--- src/sv/ltbm_pkg.sv ---
// ----------------------------------------------------------------------------
// ltbm_pkg
// Shared types and constants for the log time bin merger.
// ----------------------------------------------------------------------------
package ltbm_pkg;

  localparam int BIN_SLOTS = 32;
  localparam int SLOT_W    = $clog2(BIN_SLOTS);
  localparam int IDX_W     = 6;
  localparam int WID_W     = 20;
  localparam int TIME_W    = 32;
  localparam int MC_W      = 4;
  localparam int QDEPTH    = 2;

  localparam logic [WID_W-1:0] WIDTH_CAP = 20'h80000;

  typedef enum logic {
    CMD_CLEAR = 1'b0,
    CMD_ADD   = 1'b1
  } cmd_t;

  typedef enum logic {
    CFG_MERGE_COUNT = 1'b0,
    CFG_ORIGIN_TIME = 1'b1
  } cfg_idx_t;

  typedef struct packed {
    logic              add;
    logic [TIME_W-1:0] t;
  } job_t;

  typedef enum logic [2:0] {
    ST_IDLE,
    ST_APPEND,
    ST_SCAN,
    ST_MERGE,
    ST_SHIFT,
    ST_EMIT
  } state_t;

endpackage

--- src/sv/log_time_bin_merger_core.sv ---
// ----------------------------------------------------------------------------
// log_time_bin_merger_core
// Logarithmic time-bin layout with pairwise merging of equal-width runs.
// ----------------------------------------------------------------------------
// Channel | Dir | tdata                                    | tuser    | tlast
// in      | in  | step_time[31:0]                          | cmd      | -
// out     | out | idx[5:0] width[25:6] edge[57:26] dur[89:58] | overflow | last_bin
// cfg     | in  | index 0 merge_count, 1 origin_time       | -        | -
//
// An add takes the item, loads the scan width (not on the first add), scans the
// bins for each width tried, merges and shifts each run found, then emits all
// active bins; an add into a full layout emits with overflow; clear empties all.
// The bin engine handles one item at a time; a 2-entry queue keeps input open.
// Reset (synchronous, rst_n low) empties the layout and restores the state and config registers.
// ----------------------------------------------------------------------------
module log_time_bin_merger_core
  import ltbm_pkg::*;
(
  input  logic              clk,
  input  logic              rst_n,
  input  logic              in_tvalid,
  output logic              in_tready,
  input  logic [31:0]       in_tdata,   // step_time
  input  logic              in_tuser,   // cmd
  output logic              out_tvalid,
  input  logic              out_tready,
  output logic [95:0]       out_tdata,  // bin_index, bin_width, bin_edge, bin_duration, pad
  output logic              out_tlast,
  output logic              out_tuser,  // overflow
  input  logic              cfg_we,
  input  logic              cfg_addr,
  input  logic [31:0]       cfg_wdata
);

  logic job_valid, job_take;
  job_t job;

  ltbm_front u_front (
    .clk, .rst_n, .in_tvalid, .in_tready, .in_tdata, .in_tuser,
    .job_valid, .job_take, .job
  );

  ltbm_back u_back (
    .clk, .rst_n, .cfg_we, .cfg_addr, .cfg_wdata,
    .job_valid, .job_take, .job,
    .out_tvalid, .out_tready, .out_tdata, .out_tlast, .out_tuser
  );

endmodule

--- src/sv/ltbm_front.sv ---
// ----------------------------------------------------------------------------
// ltbm_front
// Input stage: accepts commands and queues them for the bin engine.
// ----------------------------------------------------------------------------
module ltbm_front
  import ltbm_pkg::*;
(
  input  logic              clk,
  input  logic              rst_n,
  input  logic              in_tvalid,
  output logic              in_tready,
  input  logic [TIME_W-1:0] in_tdata,
  input  logic              in_tuser,
  output logic              job_valid,
  input  logic              job_take,
  output job_t              job
);

  job_t      q_r [QDEPTH];
  logic      wp_r, wp_nxt, rp_r, rp_nxt;
  logic [1:0] cnt_r, cnt_nxt;
  logic      push, pop;

  assign in_tready = (cnt_r != 2'(QDEPTH));
  assign push      = in_tvalid && in_tready;
  assign job_valid = (cnt_r != 2'd0);
  assign pop       = job_valid && job_take;
  assign job       = q_r[rp_r];

  always_comb begin
    wp_nxt  = push ? ~wp_r : wp_r;
    rp_nxt  = pop ? ~rp_r : rp_r;
    cnt_nxt = cnt_r + {1'b0, push} - {1'b0, pop};
  end

  always_ff @(posedge clk) begin
    if (!rst_n) begin
      wp_r  <= 1'b0;
      rp_r  <= 1'b0;
      cnt_r <= 2'd0;
    end else begin
      wp_r  <= wp_nxt;
      rp_r  <= rp_nxt;
      cnt_r <= cnt_nxt;
    end
    if (push) begin
      q_r[wp_r].add <= (in_tuser == CMD_ADD);
      q_r[wp_r].t   <= in_tdata;
    end
  end

  a_cnt_bound: assert property (@(posedge clk) disable iff (!rst_n)
    cnt_r <= 2'(QDEPTH)) else $error("queue count out of range");
  a_no_push_full: assert property (@(posedge clk) disable iff (!rst_n)
    (cnt_r == 2'(QDEPTH)) |-> !push) else $error("push into full queue");
  a_no_pop_empty: assert property (@(posedge clk) disable iff (!rst_n)
    (cnt_r == 2'd0) |-> !pop) else $error("pop from empty queue");

endmodule

--- src/sv/ltbm_back.sv ---
// ----------------------------------------------------------------------------
// ltbm_back
// Bin engine: appends, scans for runs, merges with a one-slot-per-cycle
// shift, then streams the active bins out.
// ----------------------------------------------------------------------------
module ltbm_back
  import ltbm_pkg::*;
(
  input  logic              clk,
  input  logic              rst_n,
  input  logic              cfg_we,
  input  logic              cfg_addr,
  input  logic [TIME_W-1:0] cfg_wdata,
  input  logic              job_valid,
  output logic              job_take,
  input  job_t              job,
  output logic              out_tvalid,
  input  logic              out_tready,
  output logic [95:0]       out_tdata,
  output logic              out_tlast,
  output logic              out_tuser
);

  logic [WID_W-1:0]  wid_r [BIN_SLOTS];
  logic [TIME_W-1:0] edg_r [BIN_SLOTS];
  logic [SLOT_W-1:0] top_r, top_nxt;
  logic              empty_r, empty_nxt;
  logic [MC_W-1:0]   mc_r;
  logic [TIME_W-1:0] org_r;
  state_t            st_r, st_nxt;
  logic [SLOT_W:0]   i_r, i_nxt;
  logic [WID_W-1:0]  dt_r, dt_nxt;
  logic [SLOT_W:0]   n_r, n_nxt;
  logic [SLOT_W-1:0] at_r, at_nxt;
  logic              ovf_r, ovf_nxt;
  logic              ov_r, ov_nxt;
  logic [IDX_W-1:0]  o_idx_r, o_idx_nxt;
  logic [WID_W-1:0]  o_wid_r, o_wid_nxt;
  logic [TIME_W-1:0] o_edg_r, o_edg_nxt, o_dur_r, o_dur_nxt;
  logic              o_last_r, o_last_nxt, o_ovf_r, o_ovf_nxt;
  logic [MC_W-1:0]   need;
  logic [SLOT_W-1:0] ii;
  logic              in_run, run_merge;

  // one write per cycle into the table, or a clear of every slot
  logic              tw_en, tw_clr;
  logic [SLOT_W-1:0] tw_a;
  logic [WID_W-1:0]  tw_w;
  logic [TIME_W-1:0] tw_e;

  assign need  = (mc_r < MC_W'(2)) ? MC_W'(2) : mc_r;
  assign ii    = i_r[SLOT_W-1:0];
  assign in_run = (i_r <= {1'b0, top_r}) && (wid_r[ii] == dt_r);
  assign run_merge = !((n_r < (SLOT_W+1)'(need)) ||
                       ((n_r == (SLOT_W+1)'(need)) && (dt_r == WID_W'(1))) ||
                       (dt_r >= WIDTH_CAP));

  assign out_tvalid = ov_r;
  assign out_tdata  = {6'd0, o_dur_r, o_edg_r, o_wid_r, o_idx_r};
  assign out_tlast  = o_last_r;
  assign out_tuser  = o_ovf_r;

  always_comb begin
    st_nxt = st_r; i_nxt = i_r; dt_nxt = dt_r; n_nxt = n_r; at_nxt = at_r;
    ovf_nxt = ovf_r; top_nxt = top_r; empty_nxt = empty_r; ov_nxt = ov_r;
    o_idx_nxt = o_idx_r; o_wid_nxt = o_wid_r; o_edg_nxt = o_edg_r;
    o_dur_nxt = o_dur_r; o_last_nxt = o_last_r; o_ovf_nxt = o_ovf_r;
    job_take = 1'b0;
    tw_en = 1'b0; tw_clr = 1'b0; tw_a = '0; tw_w = '0; tw_e = '0;
    if (ov_r && out_tready) ov_nxt = 1'b0;
    unique case (st_r)
      ST_IDLE: begin
        if (job_valid) begin
          job_take = 1'b1;
          if (!job.add) begin
            tw_clr    = 1'b1;
            top_nxt   = '0;
            empty_nxt = 1'b1;
          end else begin
            ovf_nxt = 1'b0;
            st_nxt  = ST_SCAN;
            i_nxt   = '0;
            n_nxt   = '0;
            if (empty_r) begin
              tw_en = 1'b1; tw_a = '0; tw_w = WID_W'(1); tw_e = job.t;
              top_nxt = '0; empty_nxt = 1'b0;
              dt_nxt  = WID_W'(1);
            end else if (top_r == SLOT_W'(BIN_SLOTS - 1)) begin
              ovf_nxt = 1'b1;
              st_nxt  = ST_EMIT;
            end else begin
              tw_en = 1'b1; tw_a = top_r + SLOT_W'(1); tw_w = WID_W'(1);
              tw_e = job.t; top_nxt = top_r + SLOT_W'(1);
              st_nxt = ST_APPEND;
            end
          end
        end
      end
      ST_APPEND: begin
        dt_nxt = wid_r[0];
        st_nxt = ST_SCAN;
      end
      ST_SCAN: begin
        if (dt_r == '0) begin
          st_nxt = ST_EMIT;
          i_nxt  = '0;
        end else if (in_run) begin
          i_nxt = i_r + 1'b1;
          n_nxt = n_r + 1'b1;
        end else if (run_merge) begin
          at_nxt = SLOT_W'(i_r - n_r);
          st_nxt = ST_MERGE;
        end else begin
          dt_nxt = dt_r >> 1;
          n_nxt  = '0;
        end
      end
      ST_MERGE: begin
        tw_en = 1'b1; tw_a = at_r; tw_w = wid_r[at_r] << 1;
        tw_e  = edg_r[at_r + SLOT_W'(1)];
        at_nxt = at_r + SLOT_W'(1);
        st_nxt = ST_SHIFT;
      end
      ST_SHIFT: begin
        tw_en = 1'b1; tw_a = at_r;
        if (at_r < top_r) begin
          tw_w = wid_r[at_r + SLOT_W'(1)];
          tw_e = edg_r[at_r + SLOT_W'(1)];
          at_nxt = at_r + SLOT_W'(1);
        end else begin
          top_nxt = top_r - SLOT_W'(1);
          st_nxt  = ST_APPEND;
          i_nxt   = '0;
          n_nxt   = '0;
        end
      end
      ST_EMIT: begin
        if (!ov_r || out_tready) begin
          ov_nxt     = 1'b1;
          o_idx_nxt  = IDX_W'(i_r);
          o_wid_nxt  = wid_r[ii];
          o_edg_nxt  = edg_r[ii];
          o_dur_nxt  = ((ii == '0) ? org_r : edg_r[ii - SLOT_W'(1)]) - edg_r[ii];
          o_last_nxt = (ii == top_r);
          o_ovf_nxt  = ovf_r;
          i_nxt      = i_r + 1'b1;
          if (ii == top_r) st_nxt = ST_IDLE;
        end
      end
      default: st_nxt = ST_IDLE;
    endcase
  end

  always_ff @(posedge clk) begin
    if (!rst_n) begin
      st_r <= ST_IDLE; top_r <= '0; empty_r <= 1'b1; ov_r <= 1'b0;
      mc_r <= MC_W'(3); org_r <= '0;
      for (int k = 0; k < BIN_SLOTS; k++) begin
        wid_r[k] <= '0;
        edg_r[k] <= '0;
      end
    end else begin
      st_r <= st_nxt; top_r <= top_nxt; empty_r <= empty_nxt; ov_r <= ov_nxt;
      if (cfg_we && cfg_addr == CFG_MERGE_COUNT) mc_r <= cfg_wdata[MC_W-1:0];
      if (cfg_we && cfg_addr == CFG_ORIGIN_TIME) org_r <= cfg_wdata;
      if (tw_clr) begin
        for (int k = 0; k < BIN_SLOTS; k++) begin
          wid_r[k] <= '0;
          edg_r[k] <= '0;
        end
      end else if (tw_en) begin
        wid_r[tw_a] <= tw_w;
        edg_r[tw_a] <= tw_e;
      end
    end
    i_r <= i_nxt; dt_r <= dt_nxt; n_r <= n_nxt; at_r <= at_nxt; ovf_r <= ovf_nxt;
    o_idx_r <= o_idx_nxt; o_wid_r <= o_wid_nxt; o_edg_r <= o_edg_nxt;
    o_dur_r <= o_dur_nxt; o_last_r <= o_last_nxt; o_ovf_r <= o_ovf_nxt;
  end

  a_take_idle: assert property (@(posedge clk) disable iff (!rst_n)
    job_take |-> (st_r == ST_IDLE)) else $error("job taken while busy");
  a_merge_shift: assert property (@(posedge clk) disable iff (!rst_n)
    (st_r == ST_MERGE) |=> (st_r == ST_SHIFT)) else $error("merge not followed by shift");
  a_top_nonempty: assert property (@(posedge clk) disable iff (!rst_n)
    empty_r |-> (top_r == '0)) else $error("empty layout with bins");

endmodule
--- config.mk ---
export PLATFORM = sky130hd
export DESIGN_NAME = log_time_bin_merger_core
export DESIGN_NICKNAME = d
export VERILOG_FILES = /design/src/sv/ltbm_pkg.sv /design/src/sv/log_time_bin_merger_core.sv /design/src/sv/ltbm_front.sv /design/src/sv/ltbm_back.sv
export SDC_FILE = /design/constraint.sdc
export NUM_CORES = 2
export LEC_CHECK = 0
export BUFFER_PORTS_ARGS = -buffer_cell sky130_fd_sc_hd__buf_4
export CAP_MARGIN = 25
export CELL_PAD_IN_SITES_DETAIL_PLACEMENT = 1
export CELL_PAD_IN_SITES_GLOBAL_PLACEMENT = 2
export CORE_MARGIN = 3
export CORE_UTILIZATION = 40
export CTS_CLUSTER_DIAMETER = 50
export DETAILED_ROUTE_END_ITERATION = 12
export GPL_TIMING_DRIVEN = 1
export PLACE_DENSITY = 0.81
export SETUP_SLACK_MARGIN = 0.02
export SYNTH_ARGS = -nofsm -noshare
export SYNTH_HDL_FRONTEND = slang
export SYNTH_SLANG_ARGS = --single-unit
export TNS_END_PERCENT = 20
--- constraint.sdc ---
create_clock -name clk -period 8.45 [get_ports clk]
set_input_delay 2.535 -clock clk [delete_from_list [all_inputs] [get_ports clk]]
set_output_delay 2.535 -clock clk [all_outputs]
set_load 0.05 [all_outputs]
==> report_table.html <==
<table>
<tr><th>Metric</th><th>Value</th></tr>
<tr><th colspan="2">Timing</th></tr>
<tr><td>Slew at the pin with the worst max-slew slack</td><td>around 1.1 ns</td></tr>
<tr><td>Max Clock Skew</td><td>approximately 0.05 ns</td></tr>
<tr><td>Number of failing setup endpoints in the final timing report</td><td>0</td></tr>
<tr><td>Shortest period the worst path allows</td><td>approximately 6.9 ns</td></tr>
<tr><td>Max frequency</td><td>~150 MHz</td></tr>
<tr><td>Period Utilization, post-route</td><td>0.813</td></tr>
<tr><td>Number of slew-limit violations in the final report</td><td>0</td></tr>
<tr><td>Setup repair after global routing missed its margin</td><td>false</td></tr>
<tr><td>Max-slew headroom at the worst pin</td><td>0.223</td></tr>
<tr><td>Hold violation total from the final report</td><td>0</td></tr>
<tr><td>Final-layout setup total negative slack</td><td>0 ns</td></tr>
<tr><th colspan="2">Synth</th></tr>
<tr><td>Primary FF master, synth</td><td>edfxtp_1</td></tr>
<tr><td>Synth Area in XOR/XNOR</td><td>0.00575</td></tr>
<tr><td>Part of the Yosys area used for sequential elements</td><td>0.520</td></tr>
<tr><td>Number of synthesized register bits</td><td>1,921</td></tr>
<tr><td>Synth Instances</td><td>7,958</td></tr>
<tr><td>Main combinational cell family by area after synthesis</td><td>multiplexers</td></tr>
<tr><td>Average footprint of a synthesized cell</td><td>approximately 14 sq um</td></tr>
<tr><td>Async S/R FF share, synth</td><td>0</td></tr>
<tr><td>Yosys top cell by area</td><td>edfxtp_1</td></tr>
<tr><td>Post-synthesis share of cell area spent on full adders, half adders and majority gates</td><td>0.00687</td></tr>
<tr><td>Most repeated cell in the gate-level netlist after synthesis</td><td>edfxtp_1</td></tr>
<tr><td>Yosys top cell area share</td><td>0.509</td></tr>
<tr><td>Yosys Warn Count</td><td>0</td></tr>
<tr><td>Post-synthesis compound-gate area fraction</td><td>0.0369</td></tr>
<tr><td>Multiplexer share of the synthesized area</td><td>0.292</td></tr>
<tr><td>Top cells by area in the synthesized netlist</td><td>edfxtp_1, mux4_2, nor2_1</td></tr>
<tr><td>Number of enable-type register cells in the synthesized netlist</td><td>between 1,500 and 2,000</td></tr>
<tr><td>Ranking of synthesized cells by instance count</td><td>edfxtp_1, nor2_1, mux4_2</td></tr>
<tr><td>Area of the mapped netlist</td><td>between 100,000 and 150,000 sq um</td></tr>
<tr><td>Number of distinct library cells after synthesis</td><td>73</td></tr>
<tr><td>Share of synthesized cell area in and, or, nand and nor gates</td><td>0.106</td></tr>
<tr><th colspan="2">Power and ir drop</th></tr>
<tr><td>Total power</td><td>55.8 mW</td></tr>
<tr><td>Leakage component of the power</td><td>41.2 nW</td></tr>
<tr><td>Power per unit of standard cell area</td><td>roughly 450 nW/um^2</td></tr>
<tr><td>Peak supply drop</td><td>between 0.0004 and 0.0005 V</td></tr>
<tr><th colspan="2">Global route</th></tr>
<tr><td>First-pass GRT wire length</td><td>between 600 and 700 mm</td></tr>
<tr><td>Largest net degree at the start of global routing</td><td>about 130</td></tr>
<tr><td>Number of antenna violations at the first check in global routing</td><td>35</td></tr>
<tr><td>Total global routing overflow</td><td>0</td></tr>
<tr><td>Total Routing Usage GR</td><td>0.332</td></tr>
<tr><td>Via count of the first global-routing pass</td><td>82,831</td></tr>
<tr><th colspan="2">Routing</th></tr>
<tr><td>Routed len/inst</td><td>~41 um</td></tr>
<tr><td>Average via count per standard cell</td><td>7.16</td></tr>
<tr><td>Iteration count of the initial detailed-routing pass</td><td>6</td></tr>
<tr><td>Count of antenna-violating nets left after detailed routing</td><td>0</td></tr>
<tr><td>Final routed DRC violation total</td><td>0</td></tr>
<tr><td>Routed wire length</td><td>473 mm</td></tr>
<tr><td>Initial detailed-routing violation count</td><td>14,641</td></tr>
<tr><td>Via count</td><td>about 83,000</td></tr>
<tr><th colspan="2">Worst hold path</th></tr>
<tr><td>Classification of the worst-slack hold path</td><td>register to register</td></tr>
<tr><th colspan="2">Clock tree</th></tr>
<tr><td>TritonCTS buffer count</td><td>225</td></tr>
<tr><td>Later-pin clock latency in the skew report</td><td>~0.93 ns</td></tr>
<tr><td>Post-CTS Resized</td><td>0</td></tr>
<tr><td>Hold Buf Count CTS</td><td>0</td></tr>
<tr><td>H-tree levels</td><td>4</td></tr>
<tr><td>Clock transition at the registers of the reported paths</td><td>around 0.06 ns</td></tr>
<tr><td>Number of buffers inserted by post-CTS setup repair</td><td>0</td></tr>
<tr><td>Clock tree from TritonCTS</td><td>yes</td></tr>
<tr><td>Buffer levels on the longest clock path</td><td>4</td></tr>
<tr><td>Clock tree root driver cell</td><td>clkbuf_16</td></tr>
<tr><td>Clock sink count</td><td>1,921</td></tr>
<tr><th colspan="2">Placement</th></tr>
<tr><td>Count of buffers inserted at the top-level ports</td><td>164</td></tr>
<tr><td>Number of instances in the placed design</td><td>approximately 11,000</td></tr>
<tr><td>Cell area after placement</td><td>116,000 sq um</td></tr>
<tr><td>Half-perimeter wire length after detailed placement</td><td>284 mm</td></tr>
<tr><td>Routability congestion estimate</td><td>0.922</td></tr>
<tr><th colspan="2">Die</th></tr>
<tr><td>Chip Width</td><td>530 um</td></tr>
<tr><td>Overall die area</td><td>281,000 sq um</td></tr>
<tr><td>Initial core utilization</td><td>0.404</td></tr>
<tr><td>Area inside the core boundary</td><td>about 270,000 sq um</td></tr>
<tr><td>Vertical die dimension</td><td>approximately 530 um</td></tr>
<tr><td>Top-level I/O count</td><td>between 150 and 200</td></tr>
<tr><td>Number of standard-cell rows in the floorplan</td><td>approximately 190</td></tr>
<tr><th colspan="2">Critical path</th></tr>
<tr><td>Cells traversed along the worst timing path</td><td>inv_1 &gt; ha_4 &gt; xnor2_2 &gt; buf_12 &gt; nand2_1 &gt; nand3_1 &gt; o21ai_0 &gt; nand2_1 &gt; o21ai_0 &gt; a21oi_1 &gt; ha_1 &gt; a21o_1 &gt; or3_1 &gt; o221ai_1 &gt; a21oi_1 &gt; o31ai_1 &gt; buf_4 &gt; o311ai_0 &gt; and3_1 &gt; or2_2 &gt; a21oi_1 &gt; xnor2_1</td></tr>
<tr><td>Nature of the critical path startpoint</td><td>register</td></tr>
<tr><td>Cell type with the highest occurrence count on the critical path</td><td>a21oi_1</td></tr>
<tr><td>Crit Path Category</td><td>register to register</td></tr>
<tr><td>Endpoint type of the worst setup path</td><td>register</td></tr>
<tr><td>Slowest stage cell, crit path</td><td>o31ai_1</td></tr>
<tr><td>Critical Path Fanout Max</td><td>62</td></tr>
<tr><td>Worst EP required</td><td>roughly 9.1 ns</td></tr>
<tr><td>Max stage delay on crit path</td><td>0.68 ns</td></tr>
<tr><td>Data arrival, critical path</td><td>7.54 ns</td></tr>
<tr><th colspan="2">Cells and area</th></tr>
<tr><td># nets final</td><td>7,951</td></tr>
<tr><td>Core utilization of the finished layout</td><td>0.456</td></tr>
<tr><td>Post-route standard cell area excluding fillers</td><td>roughly 120,000 sq um</td></tr>
<tr><td>Area added between synthesis and finish</td><td>12.9%</td></tr>
<tr><td>Fraction of final layout cells with drive strength greater than 1</td><td>0.283</td></tr>
<tr><td>Fin cells</td><td>about 12,000</td></tr>
<tr><th colspan="2">Status</th></tr>
<tr><td>Status</td><td>finished, final reports clean</td></tr>
<tr><th colspan="2">Run</th></tr>
<tr><td>MaxCap Viol Count</td><td>0</td></tr>
</table>
## routing by layer
metal  up-vias  track usage  share of wire
met2      7602        0.496           0.44
met4        18        0.188          0.067
li1      30541            -              -
met1     43222        0.412           0.34
met5         -            0        0.00024
met3      1664        0.128           0.16
## kinds of logic (layout without fill, tap and decap cells)
group                    after synthesis  in the layout
flip-flops                          1921           1921
multiplexers                        1528           1528
other                                  1             27
adder cells (fa/ha/maj)               59             59
AO/OA/AOI/OAI                        579            579
XOR/XNOR                              72             72
AND/OR/NAND/NOR                     2913           2913
buffers and inverters                885            931
## sequential cells by signal, indices dropped and copies added (netlist names), 2 cells and up, named ones only
register / cells
u_front.cnt_r: 2
u_back.i_r: 6
u_back.o_edg_r: 32
u_back.n_r: 6
u_back.o_wid_r: 20
u_back.o_dur_r: 32
u_back.mc_r: 4
u_back.o_idx_r: 6
u_back.dt_r: 20
u_back.edg_r: 1024
u_back.top_r: 5
u_back.org_r: 32
u_front.q_r: 66
u_back.at_r: 5
u_back.st_r: 3
u_back.wid_r: 640
## path summary, 6_finish.rpt
path | startpoint | end | slack (ns) | cells past startpoint
worst max-delay path | u_back.i_r[1]$_DFFE_PP_ | u_back.o_dur_r[30]$_DFFE_PP_ | 1.58 | 22
worst min-delay path | u_back.ovf_r$_SDFFCE_PP0P_ | u_back.out_tuser$_DFFE_PP_ | 0.46 | 0
worst max register to register | u_back.i_r[1]$_DFFE_PP_ | u_back.o_dur_r[30]$_DFFE_PP_ | 1.58 | 22
worst min register to register | u_back.ovf_r$_SDFFCE_PP0P_ | u_back.out_tuser$_DFFE_PP_ | 0.46 | 0
## worst max-delay path: cells and delay by family, from the launching register on
family | cells | cell delay (ns)
and+or+nand+nor | 6 | 1.12
DFF | 1 | 0.49
AOI/OAI and AO/OA | 9 | 2.62
buffers and inverters | 3 | 0.91
xor gates and xnor gates | 2 | 0.68
adders and majority gates | 2 | 0.66
## layout make-up
| type | count | area [sq um] |
|---|---|---|
| clock inverter | 158 | 1640 |
| inverter | 65 | 244 |
| fill | 26863 | 148000 |
| sequential | 1921 | 57100 |
| tap | 3570 | 4470 |
| antenna | 21 | 52.6 |
| clock buffer | 257 | 5850 |
| timing repair buffer | 451 | 4630 |
| multi-input combinational | 5157 | 49800 |
## placed cells by master (no fill, tap or decap), drive strengths merged, types with 85 or more instances in the layout
cell type     n
mux4       1337
o21ai       108
clkinv       92
mux2i       175
buf         448
nand2       789
inv          85
clkbuf      260
edfxtp     1860
nand3       173
nor2       1767
## where the power goes
part	switching (mW)	leakage (nW)	total [mW]	internal (mW)
Clock	4.35	3.63	10.2	5.80
Sequential	2.03	19.9	15.2	13.2
Combinational	18.8	17.7	30.5	11.7
## stage by stage
stage / hold WS [ns] / worst slack (ns)
final: 0.459 / 1.58
after global routing: 0.487 / 1.30
after CTS: 0.469 / 1.76
after detailed placement: 0.451 / 1.75
after global placement: 0.456 / 1.53
after floorplan: 0.400 / 1.42
(Power assumes the default switching activity.)
